File: config.mk
export PLATFORM = sky130hd
export DESIGN_NAME = websocket_client_frame_masker_core
export DESIGN_NICKNAME = d
export VERILOG_FILES = /design/src/sv/wscfm_pkg.sv /design/src/sv/websocket_client_frame_masker_core.sv /design/src/sv/wscfm_header.sv
export SDC_FILE = /design/constraint.sdc
export NUM_CORES = 1
export LEC_CHECK = 0
export BUFFER_PORTS_ARGS = -buffer_cell sky130_fd_sc_hd__buf_4
export CAP_MARGIN = 25
export CORE_ASPECT_RATIO = 0.7
export CORE_MARGIN = 2
export CORE_UTILIZATION = 58
export DETAILED_ROUTE_END_ITERATION = 10
export GPL_ROUTABILITY_DRIVEN = 0
export PLACE_DENSITY = 0.78
export REMOVE_ABC_BUFFERS = 1
export SETUP_SLACK_MARGIN = 0.05
export SYNTH_ARGS = -nofsm -noshare
export SYNTH_HDL_FRONTEND = slang
export SYNTH_SLANG_ARGS = --single-unit
File: constraint.sdc
create_clock -name clock -period 5.35 [get_ports clock]
set_input_delay 0.2675 -clock clock [delete_from_list [all_inputs] [get_ports clock]]
set_output_delay 0.2675 -clock clock [all_outputs]
set_load 0.02 [all_outputs]
File: src/sv/wscfm_pkg.sv
// Shared widths, constants and types of the WebSocket client frame masker.
`timescale 1ns / 1ps

package wscfm_pkg;

   localparam int OP_W   = 4;
   localparam int LEN_W  = 63;
   localparam int KEY_W  = 32;
   localparam int BYTE_W = 8;

   localparam int REQ_FIELD_W = OP_W + LEN_W + KEY_W + BYTE_W;
   localparam int REQ_TDATA_W = ((REQ_FIELD_W + 7) / 8) * 8;

   localparam int OP_LSB   = 0;
   localparam int LEN_LSB  = OP_LSB + OP_W;
   localparam int KEY_LSB  = LEN_LSB + LEN_W;
   localparam int DATA_LSB = KEY_LSB + KEY_W;

   localparam int HDR_REST_BYTES = 13;
   localparam int HDR_REST_W     = HDR_REST_BYTES * BYTE_W;
   localparam int HDR_CNT_W      = 4;

   localparam logic [BYTE_W-1:0] MASKED_FLAG  = 8'h80;
   localparam logic [BYTE_W-1:0] LEN_CODE_16  = 8'd126;
   localparam logic [BYTE_W-1:0] LEN_CODE_64  = 8'd127;
   localparam logic [LEN_W-1:0]  LEN_MAX_16   = 63'h0000_0000_0000_FFFF;

   localparam logic [HDR_CNT_W-1:0] HDR_REST_SHORT = 4'd5;
   localparam logic [HDR_CNT_W-1:0] HDR_REST_MID   = 4'd7;
   localparam logic [HDR_CNT_W-1:0] HDR_REST_LONG  = 4'd13;

   typedef enum logic {
      CMD_START = 1'b0,
      CMD_DATA  = 1'b1
   } cmd_type;

   typedef struct packed {
      logic [HDR_REST_W-1:0] rest;
      logic [HDR_CNT_W-1:0]  count;
      logic                  empty_frame;
   } hdr_type;

endpackage

File: src/sv/websocket_client_frame_masker_core.sv
// Top level of the WebSocket client frame masker: input register, header serialiser, masker.
// An accepted transaction passes through the input register and then the output register.
// Throughput: one payload byte per cycle while the output is ready; a start transaction sends
// 6, 8 or 14 header bytes (short, 16-bit and 64-bit lengths) and holds the input meanwhile.
// The header shift register drains one byte a cycle (output ready) before the next transaction.
// Reset: synchronous, active high; clears handshake state, frame state and the header count.
`timescale 1ns / 1ps

module websocket_client_frame_masker_core (
   input  logic                              clock,
   input  logic                              reset,
   input  logic                              req_tvalid,
   output logic                              req_tready,
   // opcode[3:0], frame_length[66:4], masking_key[98:67], data_byte[106:99], zero pad
   input  logic [wscfm_pkg::REQ_TDATA_W-1:0] req_tdata,
   // cmd[0]
   input  logic                              req_tuser,
   output logic                              rsp_tvalid,
   input  logic                              rsp_tready,
   // out_byte[7:0]
   output logic [wscfm_pkg::BYTE_W-1:0]      rsp_tdata,
   // is_header[0]
   output logic                              rsp_tuser,
   output logic                              rsp_tlast
);

   logic                           in_valid_ff, in_valid_in;
   wscfm_pkg::cmd_type             in_cmd_ff;
   logic [wscfm_pkg::OP_W-1:0]     in_opcode_ff;
   logic [wscfm_pkg::LEN_W-1:0]    in_len_ff;
   logic [wscfm_pkg::KEY_W-1:0]    in_key_ff;
   logic [wscfm_pkg::BYTE_W-1:0]   in_data_ff;

   logic [wscfm_pkg::HDR_REST_W-1:0] hdr_ff, hdr_in;
   logic [wscfm_pkg::HDR_CNT_W-1:0]  hdr_left_ff, hdr_left_in;
   logic                             hdr_end_ff, hdr_end_in;

   logic                           in_frame_ff, in_frame_in;
   logic [wscfm_pkg::LEN_W-1:0]    bytes_left_ff, bytes_left_in;
   logic [wscfm_pkg::KEY_W-1:0]    held_key_ff, held_key_in;
   logic [1:0]                     key_pos_ff, key_pos_in;

   logic                           rsp_valid_ff, rsp_valid_in;
   logic [wscfm_pkg::BYTE_W-1:0]   rsp_data_ff, rsp_data_in;
   logic                           rsp_user_ff, rsp_user_in;
   logic                           rsp_last_ff, rsp_last_in;

   wscfm_pkg::hdr_type             hdr_built;
   logic                           out_free;
   logic                           hdr_busy;
   logic                           in_take;
   logic [wscfm_pkg::BYTE_W-1:0]   key_byte;
   logic                           last_payload;

   wscfm_header u_header (
      .frame_length (in_len_ff),
      .key_word     (in_key_ff),
      .hdr          (hdr_built)
   );

   assign out_free     = !rsp_valid_ff || rsp_tready;
   assign hdr_busy     = (hdr_left_ff != '0);
   assign in_take      = in_valid_ff && !hdr_busy && out_free;
   assign req_tready   = !in_valid_ff || in_take;
   assign key_byte     = held_key_ff[{~key_pos_ff, 3'b000} +: 8];
   assign last_payload = (bytes_left_ff == wscfm_pkg::LEN_W'(1));

   assign rsp_tvalid = rsp_valid_ff;
   assign rsp_tdata  = rsp_data_ff;
   assign rsp_tuser  = rsp_user_ff;
   assign rsp_tlast  = rsp_last_ff;

   always_comb begin
      in_valid_in   = in_valid_ff;
      hdr_in        = hdr_ff;
      hdr_left_in   = hdr_left_ff;
      hdr_end_in    = hdr_end_ff;
      in_frame_in   = in_frame_ff;
      bytes_left_in = bytes_left_ff;
      held_key_in   = held_key_ff;
      key_pos_in    = key_pos_ff;
      rsp_valid_in  = rsp_valid_ff && !rsp_tready;
      rsp_data_in   = rsp_data_ff;
      rsp_user_in   = rsp_user_ff;
      rsp_last_in   = rsp_last_ff;

      if (req_tready) begin
         in_valid_in = req_tvalid;
      end

      if (hdr_busy && out_free) begin
         rsp_valid_in = 1'b1;
         rsp_data_in  = hdr_ff[wscfm_pkg::BYTE_W-1:0];
         rsp_user_in  = 1'b1;
         rsp_last_in  = (hdr_left_ff == wscfm_pkg::HDR_CNT_W'(1)) && hdr_end_ff;
         hdr_in       = hdr_ff >> wscfm_pkg::BYTE_W;
         hdr_left_in  = hdr_left_ff - wscfm_pkg::HDR_CNT_W'(1);
      end else if (in_take) begin
         if (in_cmd_ff == wscfm_pkg::CMD_START) begin
            rsp_valid_in  = 1'b1;
            rsp_data_in   = wscfm_pkg::MASKED_FLAG | {4'd0, in_opcode_ff};
            rsp_user_in   = 1'b1;
            rsp_last_in   = 1'b0;
            hdr_in        = hdr_built.rest;
            hdr_left_in   = hdr_built.count;
            hdr_end_in    = hdr_built.empty_frame;
            held_key_in   = in_key_ff;
            key_pos_in    = 2'd0;
            bytes_left_in = in_len_ff;
            in_frame_in   = !hdr_built.empty_frame;
         end else if (in_frame_ff) begin
            rsp_valid_in  = 1'b1;
            rsp_data_in   = in_data_ff ^ key_byte;
            rsp_user_in   = 1'b0;
            rsp_last_in   = last_payload;
            bytes_left_in = bytes_left_ff - wscfm_pkg::LEN_W'(1);
            key_pos_in    = key_pos_ff + 2'd1;
            in_frame_in   = !last_payload;
         end
      end
   end

   always_ff @(posedge clock) begin
      if (reset) begin
         in_valid_ff   <= 1'b0;
         hdr_left_ff   <= '0;
         hdr_end_ff    <= 1'b0;
         in_frame_ff   <= 1'b0;
         bytes_left_ff <= '0;
         held_key_ff   <= '0;
         key_pos_ff    <= 2'd0;
         rsp_valid_ff  <= 1'b0;
      end else begin
         in_valid_ff   <= in_valid_in;
         hdr_left_ff   <= hdr_left_in;
         hdr_end_ff    <= hdr_end_in;
         in_frame_ff   <= in_frame_in;
         bytes_left_ff <= bytes_left_in;
         held_key_ff   <= held_key_in;
         key_pos_ff    <= key_pos_in;
         rsp_valid_ff  <= rsp_valid_in;
      end
   end

   always_ff @(posedge clock) begin
      hdr_ff      <= hdr_in;
      rsp_data_ff <= rsp_data_in;
      rsp_user_ff <= rsp_user_in;
      rsp_last_ff <= rsp_last_in;
      if (req_tvalid && req_tready) begin
         in_cmd_ff    <= wscfm_pkg::cmd_type'(req_tuser);
         in_opcode_ff <= req_tdata[wscfm_pkg::OP_LSB +: wscfm_pkg::OP_W];
         in_len_ff    <= req_tdata[wscfm_pkg::LEN_LSB +: wscfm_pkg::LEN_W];
         in_key_ff    <= req_tdata[wscfm_pkg::KEY_LSB +: wscfm_pkg::KEY_W];
         in_data_ff   <= req_tdata[wscfm_pkg::DATA_LSB +: wscfm_pkg::BYTE_W];
      end
   end

endmodule

File: src/sv/wscfm_header.sv
// Header byte builder: length code, extended length and key bytes after the first byte.
`timescale 1ns / 1ps

module wscfm_header (
   input  logic [wscfm_pkg::LEN_W-1:0] frame_length,
   input  logic [wscfm_pkg::KEY_W-1:0] key_word,
   output wscfm_pkg::hdr_type          hdr
);

   logic [wscfm_pkg::KEY_W-1:0]    key_rev;
   logic [2*wscfm_pkg::BYTE_W-1:0] len16_rev;
   logic [8*wscfm_pkg::BYTE_W-1:0] len64;
   logic [8*wscfm_pkg::BYTE_W-1:0] len64_rev;
   logic [wscfm_pkg::BYTE_W-1:0]   short_code;

   always_comb begin
      len64 = {1'b0, frame_length};
      for (int i = 0; i < 4; i++) begin
         key_rev[i*8 +: 8] = key_word[(3-i)*8 +: 8];
      end
      for (int i = 0; i < 8; i++) begin
         len64_rev[i*8 +: 8] = len64[(7-i)*8 +: 8];
      end
      len16_rev  = {frame_length[7:0], frame_length[15:8]};
      short_code = wscfm_pkg::MASKED_FLAG | {1'b0, frame_length[6:0]};

      hdr.empty_frame = (frame_length == '0);
      if (frame_length < wscfm_pkg::LEN_W'(wscfm_pkg::LEN_CODE_16)) begin
         hdr.rest  = {64'd0, key_rev, short_code};
         hdr.count = wscfm_pkg::HDR_REST_SHORT;
      end else if (frame_length <= wscfm_pkg::LEN_MAX_16) begin
         hdr.rest  = {48'd0, key_rev, len16_rev,
                      wscfm_pkg::MASKED_FLAG | wscfm_pkg::LEN_CODE_16};
         hdr.count = wscfm_pkg::HDR_REST_MID;
      end else begin
         hdr.rest  = {key_rev, len64_rev, wscfm_pkg::MASKED_FLAG | wscfm_pkg::LEN_CODE_64};
         hdr.count = wscfm_pkg::HDR_REST_LONG;
      end
   end

endmodule

### Word level (Yosys, flattened, before mapping)

Cells that the tools add are included.

| storage, ports and cells | value |
|---|---|
| register bits | 327 |
| output and inout bits | 12 |
| memories | 0 |
| bits in latches | 0 |
| bits in read-only memories | 0 |
| logic and storage cells | 85 |
| bits in writable memories | 0 |

| operators by class | value |
|---|---|
| shift operators | 1 |
| muxes and demuxes | 28 |
| reduce and logical (&&, ||, !) cells | 24 |
| $mul | 0 |
| equality and inequality tests | 5 |
| $add $sub $neg | 3 |
| bitwise gates (word level) | 4 |
| $lt $le $gt $ge | 2 |
| divide/modulo/power cells | 0 |

Operators by type and width:

| cell | count |
|---|---|
| $mux W96 | 3 |
| $mux W108 | 2 |
| $mux W63 | 2 |
| $eq A63 B1 Y1 const B | 1 |
| $le A63 B16 Y1 const B | 1 |
| $logic_not A63 Y1 | 1 |
| $lt A63 B7 Y1 const B | 1 |
| $sub A63 B1 Y63 const B | 1 |
| $mux W8 | 4 |
| $shiftx A32 B6 Y8 | 1 |
| $mux W1 | 12 |
| $mux W4 | 3 |
| $reduce_and A2 Y1 | 5 |
| $xor A8 B8 Y8 | 1 |
| $logic_and A1 B1 Y1 | 6 |
| $logic_not A1 Y1 | 6 |
| $reduce_and A3 Y1 | 2 |
| $eq A4 B1 Y1 const B | 1 |
| $mux W2 | 2 |
| $ne A2 B1 Y1 const B | 2 |
| $reduce_bool A4 Y1 | 1 |
| $sub A4 B1 Y4 const B | 1 |
| $ne A3 B1 Y1 const B | 1 |
| $add A2 B1 Y2 const B | 1 |
| 4 further kinds | 6 |

### Longest topological paths before layout

| depth | value |
|---|---|
| depth in word-level cells | 7 |
| mapped depth | 10 |
| mapped depth without buffers | 8 |

### Modules after synthesis

From an unflattened synthesis, not the netlist that was laid out.

| second synthesis, totals | value |
|---|---|
| cell total of the unflattened synthesis | 1,572 |
| area total of the unflattened synthesis | 15,245.9 um^2 |

Modules (own cells, without submodules):

| module | sequential area each (um^2) | times used | cells each | area an instance (um^2) |
|---|---|---|---|---|
| websocket_client_frame_masker_core | 8,678.3 | 1 | 1,387 | 13,973.4 |
| wscfm_header | 0.0 | 1 | 185 | 1,272.5 |

### Least setup slack after synthesis

No wires, ideal clock.

| timing | value |
|---|---|
| kind | register to register |
| start | register hdr_left_ff[0] (netlist bit) |
| end | register in_cmd_ff (enable) |
| stages on the path, launching flop included | 7 |
| slack | 780 ps |
| required time | 4,871 ps |
| setup time | 479 ps |
| arrival time | 4,091 ps |
| buffers on the path | 0 |
| period minus slack after synthesis | 4,570 ps |
| cell sequence | dfxtp_1 > inv_1 > ha_1 > nor3b_1 > nand3_1 > nand2_1 > and2_1 |

| on the way | value |
|---|---|
| longest elaborated chain between the ends | 6 |

Ends and longest elaborated chain:

| item | RTL line | text |
|---|---|---|
| start: declaration | websocket_client_frame_masker_core.sv:35 | `logic [wscfm_pkg::HDR_CNT_W-1:0] hdr_left_ff, hdr_left_in;` |
| start signal: assignment | websocket_client_frame_masker_core.sv:135 | `hdr_left_ff <= hdr_left_in;` |
| $reduce_bool A4 Y1 | websocket_client_frame_masker_core.sv:62 | `assign hdr_busy = (hdr_left_ff != '0);` |
| $logic_not A1 Y1 | websocket_client_frame_masker_core.sv:63 | `assign in_take = in_valid_ff && !hdr_busy && out_free;` |
| $logic_and A1 B1 Y1 (2 in a row) | websocket_client_frame_masker_core.sv:63 |  |
| $logic_or A1 B1 Y1 | websocket_client_frame_masker_core.sv:64 | `assign req_tready = !in_valid_ff \|\| in_take;` |
| named net req_tready | websocket_client_frame_masker_core.sv:13 | `output logic req_tready,` |
| $logic_and A1 B1 Y1 | websocket_client_frame_masker_core.sv:150 | `if (req_tvalid && req_tready) begin` |
| end signal: assignment | websocket_client_frame_masker_core.sv:151 | `in_cmd_ff <= wscfm_pkg::cmd_type'(req_tuser);` |
| end: declaration | websocket_client_frame_masker_core.sv:28 | `wscfm_pkg::cmd_type in_cmd_ff;` |

The timed path passes the listed nets, and every way through them passes these cells.
A chain may end at the register's enable or synchronous reset.

### Final worst setup path

| timing | value |
|---|---|
| start | register hdr_left_ff[1] (netlist bit) |
| end | register in_data_ff[3] (netlist bit) (enable) |

| on the way | value |
|---|---|
| longest elaborated chain between the ends | 6 |

Ends and longest elaborated chain:

| item | RTL line | text |
|---|---|---|
| $reduce_bool A4 Y1 | websocket_client_frame_masker_core.sv:62 |  |
| $logic_not A1 Y1 | websocket_client_frame_masker_core.sv:63 |  |
| $logic_and A1 B1 Y1 (2 in a row) | websocket_client_frame_masker_core.sv:63 |  |
| $logic_or A1 B1 Y1 | websocket_client_frame_masker_core.sv:64 |  |
| $logic_and A1 B1 Y1 | websocket_client_frame_masker_core.sv:150 |  |
| end signal: assignment | websocket_client_frame_masker_core.sv:155 | `in_data_ff <= req_tdata[wscfm_pkg::DATA_LSB +: wscfm_pkg::BYTE_W];` |
| end: declaration | websocket_client_frame_masker_core.sv:32 | `logic [wscfm_pkg::BYTE_W-1:0] in_data_ff;` |

Every way passes these cells.

==> run summary <==
final-layout setup total negative slack - 0 ns
clock tree from TritonCTS - done
cell row count - 48
remaining antenna violation count after routing - 0
initial cell density of the core - 59.6%
# port buffers - 123
Critical R2R Capture - in_data_ff[3]
cell type with the largest total area after synthesis - edfxtp_1
initial drt markers - 1875
count of TritonRoute iterations in the first routing pass - 5
Tcrit/Tclk final - 72.4%
flop and latch count out of synthesis - 327
maximum net fanout on the critical path - 65
origin of the critical flop-to-flop path - hdr_left_ff[1]
Unique masters post-synth - 70
H-tree depth - 1
hold slack final - 0.0744 ns
wire length reported by the detailed router - 46500 um
number of global-route vias before repair - 12200
peak ir drop on the vdd network - 0.332 mV
arrival time reported for the critical path endpoint - 4.09 ns
core area - 0.0249 mm^2
Post-Syn Area - 0.0148 mm^2
mean number of vias per cell - 6.56
clock slew at the register clock pins of the worst setup and hold paths - 0.07 ns
HPWL after DPL - 29200 um
DR WL/cell - 23.1 um
num ports - 129
max-cap check violation count - 0
share of the yosys chip area belonging to registers - 58.6%
Layout Skew - 0.0169 ns
Critical-path top delay cell - nor3b_1
count of nets after finishing - 1787
flip-flop cell with the highest count after synthesis - edfxtp_1
hold depth - 2
number of buffers inserted by hold repair at cts - 109
RSZ-0062 raised after global routing - false
cells traversed along the worst timing path - inv_1 -> ha_1 -> nor3b_1 -> nand3_1 -> nand2_1 -> and2_4 -> buf_4
total track usage - 34.4%
Yosys warnings - 0
storage element area - 0.00868 mm^2
count of endpoints failing hold in the final timing report - 0
result of the run - finished clean
width of the chip - 195 um
flop2flop setup slack - 1.48 ns
Num CTS Buffers - 31
gr ovfl total - 0
leak pwr - 6.67 nW
share of cells above drive strength 1 - 12.8%
reg2reg path depth - 7
number of slew-limit violations in the final report - 0
overall power consumption - 9.93 mW
global-route wire length before repair - 70400 um
number of instances in the synthesized netlist - 1475
remaining max-slew budget at the tightest pin - 29.9%
filler instances - 1743
total vias in the final route - 13200
footprint of the multi-input gates - 0.00575 mm^2
type of the worst setup path - flop to flop
min Tclk post-route - 3.87 ns
number of antenna violations at the first check in global routing - 1
crit path launch type - flop
area of the die - 0.0269 mm^2
die outline height - 138 um
PwrDens - 551 mW/mm^2
maximum number of pins on one net before global-route repair - 92
Max Clock Freq - 258 MHz
syn avg cell area - 10.0 um^2
biggest area contributors in the synthesized netlist - edfxtp_1, dfxtp_1, nand2_1
pin slew with the least headroom to its limit - 1.05 ns
clock sinks - 327
later-pin clock latency in the skew report - 0.59 ns
drt drc - 0
synthesis-to-finish area growth - 21.8%
Crit path largest cell delay - 0.81 ns
area share of the largest cell type after synthesis - 43.2%
Async SR Flop Fraction - 0%
source of the worst hold timing path - reset
kind of end point of the critical path - flop
least setup slack across all paths after layout - 1.48 ns
maximum root-to-sink buffer count - 3
post-cts sizing count - 0
Setup WS pre-CTS - 1.51 ns
Finish-stage setup viols - 0
number of flops mapped to enable cells by yosys - 213
root cell of the clock tree - clkbuf_16
post-CTS setup buffers - 0
Endpoint, Worst Hold - held_key_ff[25]
required arrival time at the worst endpoint - 5.57 ns
Hold Crit Class - input pin to flop
-- sequential cells by signal (all words and copies together), names as in the netlist --
name	cells
bytes_left_ff	63
hdr_end_ff	1
hdr_ff	104
hdr_left_ff	4
held_key_ff	32
in_cmd_ff	1
in_data_ff	8
in_frame_ff	1
in_key_ff	32
in_len_ff	63
in_opcode_ff	4
in_valid_ff	1
key_pos_ff	2
rsp_tdata	8
rsp_tlast	1
rsp_tuser	1
rsp_tvalid	1
-- through the flow --
step / instances / cell area [um^2] / util [%]
finish: 2016 / 18000 / 72.6
global route: 2015 / 18000 / 72.5
CTS: 2015 / 18000 / 72.5
detailed placement: 1848 / 16000 / 64.3
global placement: 1848 / 16000 / 64.3
floorplan: 1378 / 14400 / -
-- placed cells by master (no fill, tap or decap), types with 7 or more instances in the layout --
master | synthesis | final
nor2b_1 | 10 | 10
edfxtp_1 | 213 | 213
inv_1 | 10 | 9
mux4_2 | 8 | 8
dlygate4sd3_1 | 0 | 109
or4_1 | 15 | 15
nor2_1 | 189 | 186
or3_1 | 14 | 14
dfxtp_1 | 114 | 114
nor3_1 | 42 | 41
nand3_1 | 30 | 30
a31oi_1 | 16 | 16
nand2_1 | 236 | 235
and3_1 | 17 | 17
a221o_1 | 31 | 31
o22ai_1 | 12 | 12
a32o_1 | 7 | 7
a22oi_1 | 8 | 8
clkbuf_1 | 84 | 15
a21o_1 | 10 | 10
nor4_1 | 31 | 31
mux2i_1 | 7 | 7
a211oi_1 | 9 | 9
xnor2_1 | 8 | 8
buf_4 | 0 | 144
a21oi_1 | 122 | 122
o21ai_0 | 93 | 93
nand4_1 | 19 | 19
clkbuf_16 | 0 | 31
-- layer usage --
layer / track usage [%] / wire, um
met1: 47.9 / 18100
met3: 8.27 / 6330
met2: 53.6 / 20500
met5: 0 / 0
met4: 11.2 / 1550
-- worst max path at each step --
stage                   startpoint               to  slack [ns]
floorplan                in_cmd_ff   hdr_left_ff[3]       -1.55
global placement    hdr_left_ff[0]  in_opcode_ff[3]        1.69
detailed placement  hdr_left_ff[1]  in_opcode_ff[3]        1.51
CTS                 hdr_left_ff[1]    in_data_ff[3]        1.52
global route        hdr_left_ff[1]  in_opcode_ff[3]        1.17
finish              hdr_left_ff[1]    in_data_ff[3]        1.48
-- worst max-delay path, delay by kind of cell (launching register included) --
| kind | cells | cell delay (ns) |
|---|---|---|
| fa+ha+maj | 1 | 0.16 |
| simple gates | 4 | 2.27 |
| buf+inv | 2 | 0.72 |
| flops | 1 | 0.32 |
-- synth_stat cells, types with 3 or more instances --
master and n:
nand2b_1 5, nor2b_1 10, o311a_1 4, nand2_1 236
nor3_1 42, edfxtp_1 213, mux4_2 8, nor4_1 31
o22ai_1 12, mux2i_1 7, a311o_1 3, and2_1 6
o32ai_1 3, a221oi_1 5, nand3_1 30, and4_1 6
o31ai_1 5, inv_1 10, or2_2 5, and3_1 17
buf_1 11, a221o_1 31, a311oi_1 5, nand3b_1 5
o211ai_1 5, dfxtp_1 114, a32o_1 7, o2bb2ai_1 3
o311ai_0 3, xnor2_1 8, nor3b_1 3, o21ai_0 93
clkbuf_1 84, nand4_1 19, a21o_1 10, ha_1 5
a22oi_1 8, a211oi_1 9, o21a_1 3, a21oi_1 122
or3_1 14, a31oi_1 16, nor2_1 189, or4_1 15
-- cells by family (layout without fill, tap and decap cells) --
logic type,after synthesis,after routing,synth area share [%]
buffers and inverters,107,322,2.77
XOR/XNOR,10,10,0.591
AND/OR/NAND/NOR,646,646,20.2
multiplexers,17,17,1.84
AO/OA/AOI/OAI,363,363,15.6
other,0,1,0
flip-flops,327,327,58.6
adder cells (fa/ha/maj),5,5,0.422
-- power by group --
group          total, mW  switching (mW)  internal (mW)  leakage [nW]
registers           4.04           0.378           3.66          3.00
logic               3.74            2.50           1.24          3.20
clock network       2.15           0.954           1.19         0.468
total               9.93            3.84           6.10          6.67
-- cell type report --
cell class | instances | area share [%]
timing repair buffer | 254 | 12.2
sequential | 327 | 48.1
antenna | 1 | 0.0139
clock inverter | 7 | 0.381
multi-input combinational | 1041 | 31.9
clock buffer | 51 | 4.99
tap | 325 | 2.25
inverter | 10 | 0.208
Power figures use the tool's default switching activity.
